File: src/rtl/core/swc_pkg.sv
// ----------------------------------------------------------------------------
// swc_pkg
// Shared types, request codes and the length load table for the
// square-wave channel core.
// ----------------------------------------------------------------------------
package swc_pkg;

   // request codes carried in req_type
   typedef enum logic [2:0] {
      REQ_TICK    = 3'd0,
      REQ_QUARTER = 3'd1,
      REQ_HALF    = 3'd2,
      REQ_REG_WR  = 3'd3,
      REQ_ENABLE  = 3'd4
   } req_code_type;

   // channel register indexes
   typedef enum logic [1:0] {
      REG_CTRL   = 2'd0,
      REG_SWEEP  = 2'd1,
      REG_PER_LO = 2'd2,
      REG_PER_HI = 2'd3
   } reg_index_type;

   localparam logic [11:0] LIMIT_FIRST  = 12'h7FE;
   localparam logic [11:0] LIMIT_SECOND = 12'h7FF;
   localparam logic [3:0]  DECAY_TOP    = 4'd15;
   localparam logic [10:0] MIN_PERIOD   = 11'd8;

   // one request as seen by the channel state
   typedef struct packed {
      logic [2:0] req_code;
      logic [1:0] reg_index;
      logic [7:0] write_data;
   } swc_item_type;

   // one result
   typedef struct packed {
      logic [3:0] amplitude;
      logic       length_active;
   } swc_result_type;

   // length counter load values
   localparam logic [7:0] LEN_TABLE [32] = '{
      8'd10,  8'd254, 8'd20, 8'd2,  8'd40, 8'd4,  8'd80, 8'd6,
      8'd160, 8'd8,   8'd60, 8'd10, 8'd14, 8'd12, 8'd26, 8'd14,
      8'd12,  8'd16,  8'd24, 8'd18, 8'd48, 8'd20, 8'd96, 8'd22,
      8'd192, 8'd24,  8'd72, 8'd26, 8'd16, 8'd28, 8'd32, 8'd30
   };

endpackage

File: src/rtl/core/swc_state.sv
// ----------------------------------------------------------------------------
// swc_state
// Channel state registers (timer, sequencer, envelope, sweep, length) and
// the single-pass update for one request, with the result it produces.
// ----------------------------------------------------------------------------
module swc_state (
   input  logic                  clock,
   input  logic                  reset,
   input  logic                  fire,
   input  swc_pkg::swc_item_type item,
   input  logic                  first_channel,
   output swc_pkg::swc_result_type result
);
   import swc_pkg::*;

   logic [10:0] period_reload_ff, period_reload_in;
   logic [10:0] period_count_ff,  period_count_in;
   logic [1:0]  duty_mode_ff,     duty_mode_in;
   logic [2:0]  step_index_ff,    step_index_in;
   logic        wave_bit_ff,      wave_bit_in;
   logic        chan_on_ff,       chan_on_in;
   logic        status_bit_ff,    status_bit_in;
   logic        muted_ff,         muted_in;
   logic [7:0]  len_count_ff,     len_count_in;
   logic [4:0]  len_index_ff,     len_index_in;
   logic        halt_loop_ff,     halt_loop_in;
   logic        env_start_ff,     env_start_in;
   logic        env_constant_ff,  env_constant_in;
   logic [3:0]  env_volume_ff,    env_volume_in;
   logic [3:0]  env_divider_ff,   env_divider_in;
   logic [3:0]  env_decay_ff,     env_decay_in;
   logic [3:0]  env_level_ff,     env_level_in;
   logic        sw_enable_ff,     sw_enable_in;
   logic [2:0]  sw_period_ff,     sw_period_in;
   logic        sw_negate_ff,     sw_negate_in;
   logic [2:0]  sw_shift_ff,      sw_shift_in;
   logic        sw_reload_ff,     sw_reload_in;
   logic [2:0]  sw_divider_ff,    sw_divider_in;
   logic [11:0] sw_target_ff,     sw_target_in;
   logic        sw_ok_ff,         sw_ok_in;

   // sweep target arithmetic
   logic [10:0] sw_delta;
   logic [11:0] sw_sum;
   logic [11:0] sw_diff;
   logic [11:0] sw_calc;
   logic [11:0] sw_limit;
   logic [3:0]  decay_stepped;

   always_comb begin
      sw_delta = period_reload_ff >> sw_shift_ff;
      sw_sum   = {1'b0, period_reload_ff} + {1'b0, sw_delta};
      sw_diff  = {1'b0, period_reload_ff} - {1'b0, sw_delta} - {11'd0, first_channel};
      sw_limit = first_channel ? LIMIT_FIRST : LIMIT_SECOND;
      if (sw_enable_ff && (sw_shift_ff != 3'd0)) begin
         sw_calc = sw_negate_ff ? sw_diff : sw_sum;
      end else begin
         sw_calc = sw_target_ff;
      end
   end

   // next state for one request
   always_comb begin
      period_reload_in = period_reload_ff;
      period_count_in  = period_count_ff;
      duty_mode_in     = duty_mode_ff;
      step_index_in    = step_index_ff;
      wave_bit_in      = wave_bit_ff;
      chan_on_in       = chan_on_ff;
      status_bit_in    = status_bit_ff;
      muted_in         = muted_ff;
      len_count_in     = len_count_ff;
      len_index_in     = len_index_ff;
      halt_loop_in     = halt_loop_ff;
      env_start_in     = env_start_ff;
      env_constant_in  = env_constant_ff;
      env_volume_in    = env_volume_ff;
      env_divider_in   = env_divider_ff;
      env_decay_in     = env_decay_ff;
      env_level_in     = env_level_ff;
      sw_enable_in     = sw_enable_ff;
      sw_period_in     = sw_period_ff;
      sw_negate_in     = sw_negate_ff;
      sw_shift_in      = sw_shift_ff;
      sw_reload_in     = sw_reload_ff;
      sw_divider_in    = sw_divider_ff;
      sw_target_in     = sw_target_ff;
      sw_ok_in         = sw_ok_ff;
      decay_stepped    = env_decay_ff;

      case (item.req_code)
         REQ_TICK: begin
            if (chan_on_ff) begin
               if (period_count_ff == 11'd0) begin
                  period_count_in = period_reload_ff;
                  case (duty_mode_ff)
                     2'd0:    wave_bit_in = (step_index_ff >= 3'd7);
                     2'd1:    wave_bit_in = (step_index_ff >= 3'd6);
                     2'd2:    wave_bit_in = (step_index_ff >= 3'd4);
                     default: wave_bit_in = (step_index_ff < 3'd6);
                  endcase
                  step_index_in = step_index_ff - 3'd1;
               end else begin
                  period_count_in = period_count_ff - 11'd1;
               end
               muted_in = !(sw_ok_ff && (len_count_ff != 8'd0));
            end
         end
         REQ_QUARTER: begin
            if (env_start_ff) begin
               env_start_in   = 1'b0;
               decay_stepped  = DECAY_TOP;
               env_divider_in = env_volume_ff;
            end else if (env_divider_ff == 4'd0) begin
               env_divider_in = env_volume_ff;
               if (env_decay_ff != 4'd0) begin
                  decay_stepped = env_decay_ff - 4'd1;
               end else if (halt_loop_ff) begin
                  decay_stepped = DECAY_TOP;
               end
            end else begin
               env_divider_in = env_divider_ff - 4'd1;
            end
            env_decay_in = decay_stepped;
            env_level_in = env_constant_ff ? env_volume_ff : decay_stepped;
         end
         REQ_HALF: begin
            // sweep: target, mute check, period update, divider
            if ((sw_calc > sw_limit) || (period_reload_ff < MIN_PERIOD)) begin
               sw_target_in = 12'd0;
               sw_ok_in     = 1'b0;
            end else begin
               sw_target_in = sw_calc;
               sw_ok_in     = 1'b1;
            end
            if ((sw_divider_ff == 3'd0) && sw_enable_ff && (sw_shift_ff != 3'd0) && sw_ok_in)
            begin
               period_reload_in = sw_target_in[10:0];
            end
            if ((sw_divider_ff == 3'd0) || sw_reload_ff) begin
               sw_reload_in  = 1'b0;
               sw_divider_in = sw_period_ff;
            end else if (sw_enable_ff) begin
               sw_divider_in = sw_divider_ff - 3'd1;
            end
            // length counter
            if (!chan_on_ff) begin
               len_count_in = 8'd0;
            end else if ((len_count_ff != 8'd0) && !halt_loop_ff) begin
               len_count_in = len_count_ff - 8'd1;
            end
         end
         REQ_REG_WR: begin
            unique case (item.reg_index)
               REG_CTRL: begin
                  duty_mode_in    = item.write_data[7:6];
                  halt_loop_in    = item.write_data[5];
                  env_constant_in = item.write_data[4];
                  env_volume_in   = item.write_data[3:0];
               end
               REG_SWEEP: begin
                  sw_enable_in = item.write_data[7];
                  sw_period_in = item.write_data[6:4];
                  sw_negate_in = item.write_data[3];
                  sw_shift_in  = item.write_data[2:0];
                  sw_reload_in = 1'b1;
               end
               REG_PER_LO: begin
                  period_reload_in = {period_reload_ff[10:8], item.write_data};
               end
               default: begin
                  period_reload_in = {item.write_data[2:0], period_reload_ff[7:0]};
                  len_index_in     = item.write_data[7:3];
                  step_index_in    = 3'd0;
                  period_count_in  = 11'd0;
                  env_start_in     = 1'b1;
                  if (status_bit_ff) begin
                     chan_on_in = 1'b1;
                  end
               end
            endcase
         end
         REQ_ENABLE: begin
            status_bit_in = item.write_data[0];
            chan_on_in    = item.write_data[0];
            len_count_in  = item.write_data[0] ? LEN_TABLE[len_index_ff] : 8'd0;
         end
         default: begin
         end
      endcase
   end

   // result from the updated state
   always_comb begin
      result.amplitude     = (wave_bit_in && !muted_in) ? env_level_in : 4'd0;
      result.length_active = chan_on_in && (len_count_in != 8'd0);
   end

   // control state
   always_ff @(posedge clock) begin
      if (reset) begin
         period_reload_ff <= '0;
         period_count_ff  <= '0;
         duty_mode_ff     <= '0;
         step_index_ff    <= '0;
         wave_bit_ff      <= 1'b0;
         chan_on_ff       <= 1'b0;
         status_bit_ff    <= 1'b0;
         muted_ff         <= 1'b0;
         len_count_ff     <= '0;
         len_index_ff     <= '0;
         halt_loop_ff     <= 1'b0;
         env_start_ff     <= 1'b0;
         env_constant_ff  <= 1'b0;
         env_volume_ff    <= '0;
         env_divider_ff   <= '0;
         env_decay_ff     <= '0;
         env_level_ff     <= '0;
         sw_enable_ff     <= 1'b0;
         sw_period_ff     <= '0;
         sw_negate_ff     <= 1'b0;
         sw_shift_ff      <= '0;
         sw_reload_ff     <= 1'b0;
         sw_divider_ff    <= '0;
         sw_target_ff     <= '0;
         sw_ok_ff         <= 1'b0;
      end else if (fire) begin
         period_reload_ff <= period_reload_in;
         period_count_ff  <= period_count_in;
         duty_mode_ff     <= duty_mode_in;
         step_index_ff    <= step_index_in;
         wave_bit_ff      <= wave_bit_in;
         chan_on_ff       <= chan_on_in;
         status_bit_ff    <= status_bit_in;
         muted_ff         <= muted_in;
         len_count_ff     <= len_count_in;
         len_index_ff     <= len_index_in;
         halt_loop_ff     <= halt_loop_in;
         env_start_ff     <= env_start_in;
         env_constant_ff  <= env_constant_in;
         env_volume_ff    <= env_volume_in;
         env_divider_ff   <= env_divider_in;
         env_decay_ff     <= env_decay_in;
         env_level_ff     <= env_level_in;
         sw_enable_ff     <= sw_enable_in;
         sw_period_ff     <= sw_period_in;
         sw_negate_ff     <= sw_negate_in;
         sw_shift_ff      <= sw_shift_in;
         sw_reload_ff     <= sw_reload_in;
         sw_divider_ff    <= sw_divider_in;
         sw_target_ff     <= sw_target_in;
         sw_ok_ff         <= sw_ok_in;
      end
   end

`ifndef SYNTHESIS
   // disabling the channel clears status and length
   assert property (@(posedge clock) disable iff (reset)
      (fire && (item.req_code == REQ_ENABLE) && !item.write_data[0])
      |=> (!status_bit_ff && !chan_on_ff && (len_count_ff == 8'd0)))
      else $error("disable write did not clear the length counter");

   // a tick on a stopped channel leaves timer and mute alone
   assert property (@(posedge clock) disable iff (reset)
      (fire && (item.req_code == REQ_TICK) && !chan_on_ff)
      |=> ($stable(period_count_ff) && $stable(muted_ff) && $stable(step_index_ff)))
      else $error("timer moved on a stopped channel");

   // envelope level moves only on a quarter frame
   assert property (@(posedge clock) disable iff (reset)
      !(fire && (item.req_code == REQ_QUARTER)) |=> $stable(env_level_ff))
      else $error("envelope level changed outside a quarter frame");
`endif

endmodule

File: src/rtl/core/square_wave_channel_core.sv
// ----------------------------------------------------------------------------
// square_wave_channel_core
// One square-wave sound channel: request register, single-pass channel
// update and a result register, plus the channel-select control register.
// ----------------------------------------------------------------------------
//   channel   direction  handshake          payload
//   req_      in         valid / ready      req_type, req_reg_index, req_write_data
//   rsp_      out        valid / ready      rsp_amplitude, rsp_length_active
//   csr_      in         write enable only  csr_wr_data (first channel select)
//
// Each request passes from acceptance into the request register, then
// through the channel update into the result register. One request per
// cycle is sustained while the result is not stalled; the channel update is
// the only logic stage and the state registers feed it back in the next cycle.
// A stalled result holds the result register, the request register then
// fills and req_ready drops.
// Reset clears the channel state and sets first channel select.
// ----------------------------------------------------------------------------
module square_wave_channel_core (
   input  logic       clock,
   input  logic       reset,
   input  logic       req_valid,
   output logic       req_ready,
   input  logic [2:0] req_type,
   input  logic [1:0] req_reg_index,
   input  logic [7:0] req_write_data,
   output logic       rsp_valid,
   input  logic       rsp_ready,
   output logic [3:0] rsp_amplitude,
   output logic       rsp_length_active,
   input  logic       csr_wr_en,
   input  logic       csr_wr_data
);
   import swc_pkg::*;

   logic           first_channel_ff;
   logic           in_valid_ff;
   swc_item_type   in_item_ff;
   logic           rsp_valid_ff;
   swc_result_type rsp_result_ff;
   swc_result_type result_in;
   logic           advance;
   logic           req_accept;

   // request moves into the result register when that register is empty or being read out
   assign advance    = in_valid_ff && (!rsp_valid_ff || rsp_ready);
   assign req_ready  = !in_valid_ff || advance;
   assign req_accept = req_valid && req_ready;

   // channel select register
   always_ff @(posedge clock) begin
      if (reset) begin
         first_channel_ff <= 1'b1;
      end else if (csr_wr_en) begin
         first_channel_ff <= csr_wr_data;
      end
   end

   // request register
   always_ff @(posedge clock) begin
      if (reset) begin
         in_valid_ff <= 1'b0;
      end else if (req_accept) begin
         in_valid_ff <= 1'b1;
      end else if (advance) begin
         in_valid_ff <= 1'b0;
      end
   end

   always_ff @(posedge clock) begin
      if (req_accept) begin
         in_item_ff.req_code   <= req_type;
         in_item_ff.reg_index  <= req_reg_index;
         in_item_ff.write_data <= req_write_data;
      end
   end

   // channel state and update
   swc_state u_state (
      .clock         (clock),
      .reset         (reset),
      .fire          (advance),
      .item          (in_item_ff),
      .first_channel (first_channel_ff),
      .result        (result_in)
   );

   // result register
   always_ff @(posedge clock) begin
      if (reset) begin
         rsp_valid_ff <= 1'b0;
      end else if (advance) begin
         rsp_valid_ff <= 1'b1;
      end else if (rsp_ready) begin
         rsp_valid_ff <= 1'b0;
      end
   end

   always_ff @(posedge clock) begin
      if (advance) begin
         rsp_result_ff <= result_in;
      end
   end

   assign rsp_valid         = rsp_valid_ff;
   assign rsp_amplitude     = rsp_result_ff.amplitude;
   assign rsp_length_active = rsp_result_ff.length_active;

`ifndef SYNTHESIS
   // an accepted request is held in the request register
   assert property (@(posedge clock) disable iff (reset)
      req_accept |=> in_valid_ff)
      else $error("accepted request lost");

   // every update produces a pending result
   assert property (@(posedge clock) disable iff (reset)
      advance |=> rsp_valid_ff)
      else $error("update without a result");

   // a blocked request keeps its payload
   assert property (@(posedge clock) disable iff (reset)
      (in_valid_ff && !advance) |=> (in_valid_ff && $stable(in_item_ff)))
      else $error("blocked request changed");
`endif

endmodule
File: config.mk
export PLATFORM = sky130hd
export DESIGN_NAME = square_wave_channel_core
export DESIGN_NICKNAME = d
export VERILOG_FILES = /design/src/rtl/core/swc_pkg.sv /design/src/rtl/core/swc_state.sv /design/src/rtl/core/square_wave_channel_core.sv
export SDC_FILE = /design/constraint.sdc
export NUM_CORES = 1
export LEC_CHECK = 0
export ABC_AREA = 1
export BUFFER_PORTS_ARGS = -buffer_cell sky130_fd_sc_hd__buf_2
export CORE_UTILIZATION = 40
export CTS_CLUSTER_DIAMETER = 80
export DETAILED_ROUTE_END_ITERATION = 10
export GPL_ROUTABILITY_DRIVEN = 0
export RECOVER_POWER = 25
export SYNTH_ARGS = -nofsm -noshare
export SYNTH_HDL_FRONTEND = slang
export SYNTH_SLANG_ARGS = --single-unit
File: constraint.sdc
create_clock -name clock -period 5.7 [get_ports clock]
set_clock_uncertainty 0.2 [all_clocks]
set_input_delay 0 -clock clock [delete_from_list [all_inputs] [get_ports clock]]
set_output_delay 0 -clock clock [all_outputs]
set_load 0.05 [all_outputs]
==> results.yml <==
power_and_ir_drop:
  clock_power_share: 0.349
  ir_drop_mv: 0.184
  p_int_mw: 1.20
  swShare: 0.297
  seqPwrFrac: 0.483
  cellLeakagePower_nw: 3.80
  p_sw_uw: 506
  power.density_nw_per_um2: 209
  power_frac_comb: 0.169
timing:
  rsz0062_at_grt: "no"
  slew_violations: 0
  finalCritPeriodShare: 0.826
  relSlewSlack: 0.432
  layout_min_cycle_time_ps: 4710
  clock.fmax_ghz: 0.212
  finalHoldViolations: 0
  setup_viol_count_final: 0
  setup_slack_ps: 991
  tns_ps: 0
  worst_pin_slew_ps: 845
yosys:
  syn_nets: 1189
  synth_xor_area_frac: 0.0141
  synth_fa_ha_area_frac: 0.0868
  synth-seq-cells: 109
  synthArstFlopShare: 0
  synth-edff-count: 18
  synth_common_cells: "nand2_1, inv_1, nor2_1"
  syn_avg_cell_area_um2: 6.67
  ys_seq_area_frac: 0.316
  synth_top_family_by_area: "simple AND/OR/NAND/NOR gates"
  synth_most_common_cell: "nand2_1"
  netlist.area_leader.share: 0.244
  ys.flop_type: "dfxtp_1"
  synth_top_area_cell: "dfxtp_1"
  synthCells: 1120
  yosysWarnings: 0
  synth_compound_area_frac: 0.207
  yosys.area_share.simple: 0.277
  ys_types: 50
  syn_area_um2: 7470
  synthMuxAreaShare: 0.00134
  yosys-top-cells-area: "dfxtp_1, nand2_1, ha_1"
layout:
  area_growth_pct: 9.50
  num_antenna_cells: 0
  drive_gt1_frac: 0.0664
  final_nets: 1209
clocking:
  cts_tree: "built"
  clk_pin_slew_ps: 70
  ctsLongestPathBuffers: 2
  cts.htree.levels: 3
  cts_buffers: 9
  worstSkewPairLatency_ps: 350
  cts-root-buf: "clkbuf_16"
  postCtsSetupRepairBufs: 0
  cts_resized: 0
  cts_sinks: 109
grt:
  antenna_found_initial: 0
  grt_pass1_wl_um: 33400
  grt_pass1_vias: 6729
  track_usage: 0.213
  grt_max_degree: 42
  grt.overflow.total: 0
setup_path:
  crit_slowest_cell: "dfxtp_1"
  cp_data_arrival_time_ps: 4760
  cp_max_fo: 22
  cp-end-kind: "flop"
  critPathRequiredTime_ps: 5750
  path_buf_inv: 1
  critPathMaxStageDelay_ps: 710
  worstSetupStartpointType: "flop"
  critPathKind: "flop to flop"
  crit_family: "simple AND/OR/NAND/NOR gates"
route:
  routedWlPerCell_um: 14.5
  wirelength_um: 19900
  vias: 7261
  vias_per_cell: 5.28
  drt-pass1-iter-count: 5
  ant_nets: 0
  drt_iter0_drc: 571
  drc: 0
floorplanning:
  rows: 49
  io_pins: 26
  die_w_um: 139
  dieArea_um2: 19200
  initial_core_util: 0.412
  coreArea_um2: 18100
  dieHeight_um: 139
place:
  post-dp-hpwl_um: 14900
  dp_slack_ps: 1010
  io_buffer_count: 25
hold_path:
  min_path_type: "input port to flop"
flow_run:
  cap_violations: 0
outcome:
  run_status: "complete, no violations"
[sequential cells by signal, summed over array words and instances (netlist names), 2 cells and up]
| register | flops |
|---|---|
| rsp_amplitude | 4 |
| u_state.period_count_ff | 11 |
| u_state.env_volume_ff | 4 |
| u_state.env_level_ff | 4 |
| in_item_ff | 13 |
| u_state.sw_shift_ff | 3 |
| u_state.len_index_ff | 5 |
| u_state.sw_period_ff | 3 |
| u_state.len_count_ff | 8 |
| u_state.duty_mode_ff | 2 |
| u_state.step_index_ff | 3 |
| u_state.sw_target_ff | 12 |
| u_state.env_decay_ff | 4 |
| u_state.period_reload_ff | 11 |
| u_state.env_divider_ff | 4 |
| u_state.sw_divider_ff | 3 |
[worst paths after layout]
check                                 from                          end  slack (ps)  cells after the start
hold reg to reg   u_state.sw_target_ff[11]     u_state.sw_target_ff[11]         260                      2
hold / removal                       reset     u_state.step_index_ff[1]          20                      3
setup reg to reg    u_state.sw_shift_ff[0]  u_state.period_reload_ff[3]         990                     26
setup / recovery    u_state.sw_shift_ff[0]  u_state.period_reload_ff[3]         990                     26
[cells by family after synthesis]
logic type,count (synthesis)
muxes,1
xor gates and xnor gates,12
adders and majority gates,50
buffers and inverters,187
DFF,109
and+or+nand+nor,488
AOI/OAI and AO/OA,273
[power by group through the flow]
stage / clock network [mW] / registers [mW] / logic, mW
after floorplan: 0 / 0.837 / 0.211
after global routing: 0.640 / 0.825 / 0.328
after CTS: 0.609 / 0.823 / 0.287
after detailed placement: 0 / 0.841 / 0.276
after global placement: 0 / 0.840 / 0.276
final: 0.595 / 0.823 / 0.288
[placed cells by master (no fill, tap or decap), drive strengths merged, types with 2 or more instances in the layout]
| cell | netlist | routed |
|---|---|---|
| clkbuf | 24 | 16 |
| xnor2 | 2 | 2 |
| inv | 147 | 148 |
| a211oi | 11 | 11 |
| o21ai | 110 | 110 |
| a21boi | 3 | 3 |
| edfxtp | 18 | 18 |
| dlygate4sd3 | 0 | 17 |
| clkinv | 4 | 9 |
| o22ai | 3 | 3 |
| xor2 | 10 | 10 |
| nor2 | 135 | 135 |
| buf | 12 | 21 |
| a31oi | 3 | 3 |
| a21oi | 104 | 104 |
| nor4 | 3 | 3 |
| ha | 47 | 47 |
| o221ai | 2 | 2 |
| nor3 | 11 | 11 |
| nand4 | 20 | 20 |
| fa | 3 | 3 |
| dfxtp | 91 | 91 |
| a22oi | 2 | 2 |
| nand3 | 57 | 57 |
| or2 | 6 | 6 |
| nand2 | 255 | 255 |
| a21o | 2 | 2 |
| o211ai | 25 | 25 |
[routing by layer]
| layer | vias up | wire length (um) | GRT usage |
|---|---|---|---|
| met4 | 0 | 295 | 0.0550 |
| met2 | 185 | 8520 | 0.336 |
| met5 | - | 0 | 0 |
| li1 | 3751 | - | - |
| met3 | 22 | 1090 | 0.0328 |
| met1 | 3303 | 9950 | 0.303 |
[timing repair]
item / CTS / global route
hold buffers: 17 / 0
setup endpoints to repair: 0 / 0
endpoints found under the hold margin: 16 / 0
[worst min-delay path: cells and delay by family]
family | cells | cell delay [ps]
simple gates | 1 | 140
buf+inv | 2 | 360
[final cells by class]
| type | count | area [um2] |
|---|---|---|
| fillers | 1853 | 9970 |
| multi-input cells | 824 | 4380 |
| flip-flops and latches | 109 | 2360 |
| inverters | 151 | 567 |
| repair buffers | 45 | 309 |
| well taps | 229 | 287 |
| clock buffers | 9 | 225 |
| clock inverters | 7 | 51.3 |
[metrics by stage]
| step | utilization | cells | instance area, um2 | hold slack, ps | power [mW] |
|---|---|---|---|---|---|
| 4_1_cts | 0.451 | 1374 | 8190 | 12.1 | 1.72 |
| 3_5_place_dp | 0.427 | 1341 | 7740 | -21.9 | 1.12 |
| 2_1_floorplan | - | 1120 | 7470 | -101 | 1.05 |
| 5_1_grt | 0.451 | 1374 | 8180 | 38.0 | 1.79 |
| 3_3_place_gp | 0.427 | 1341 | 7740 | -23.4 | 1.12 |
| 6_report | 0.451 | 1374 | 8180 | 16.5 | 1.71 |
(Power assumes the default switching activity.)
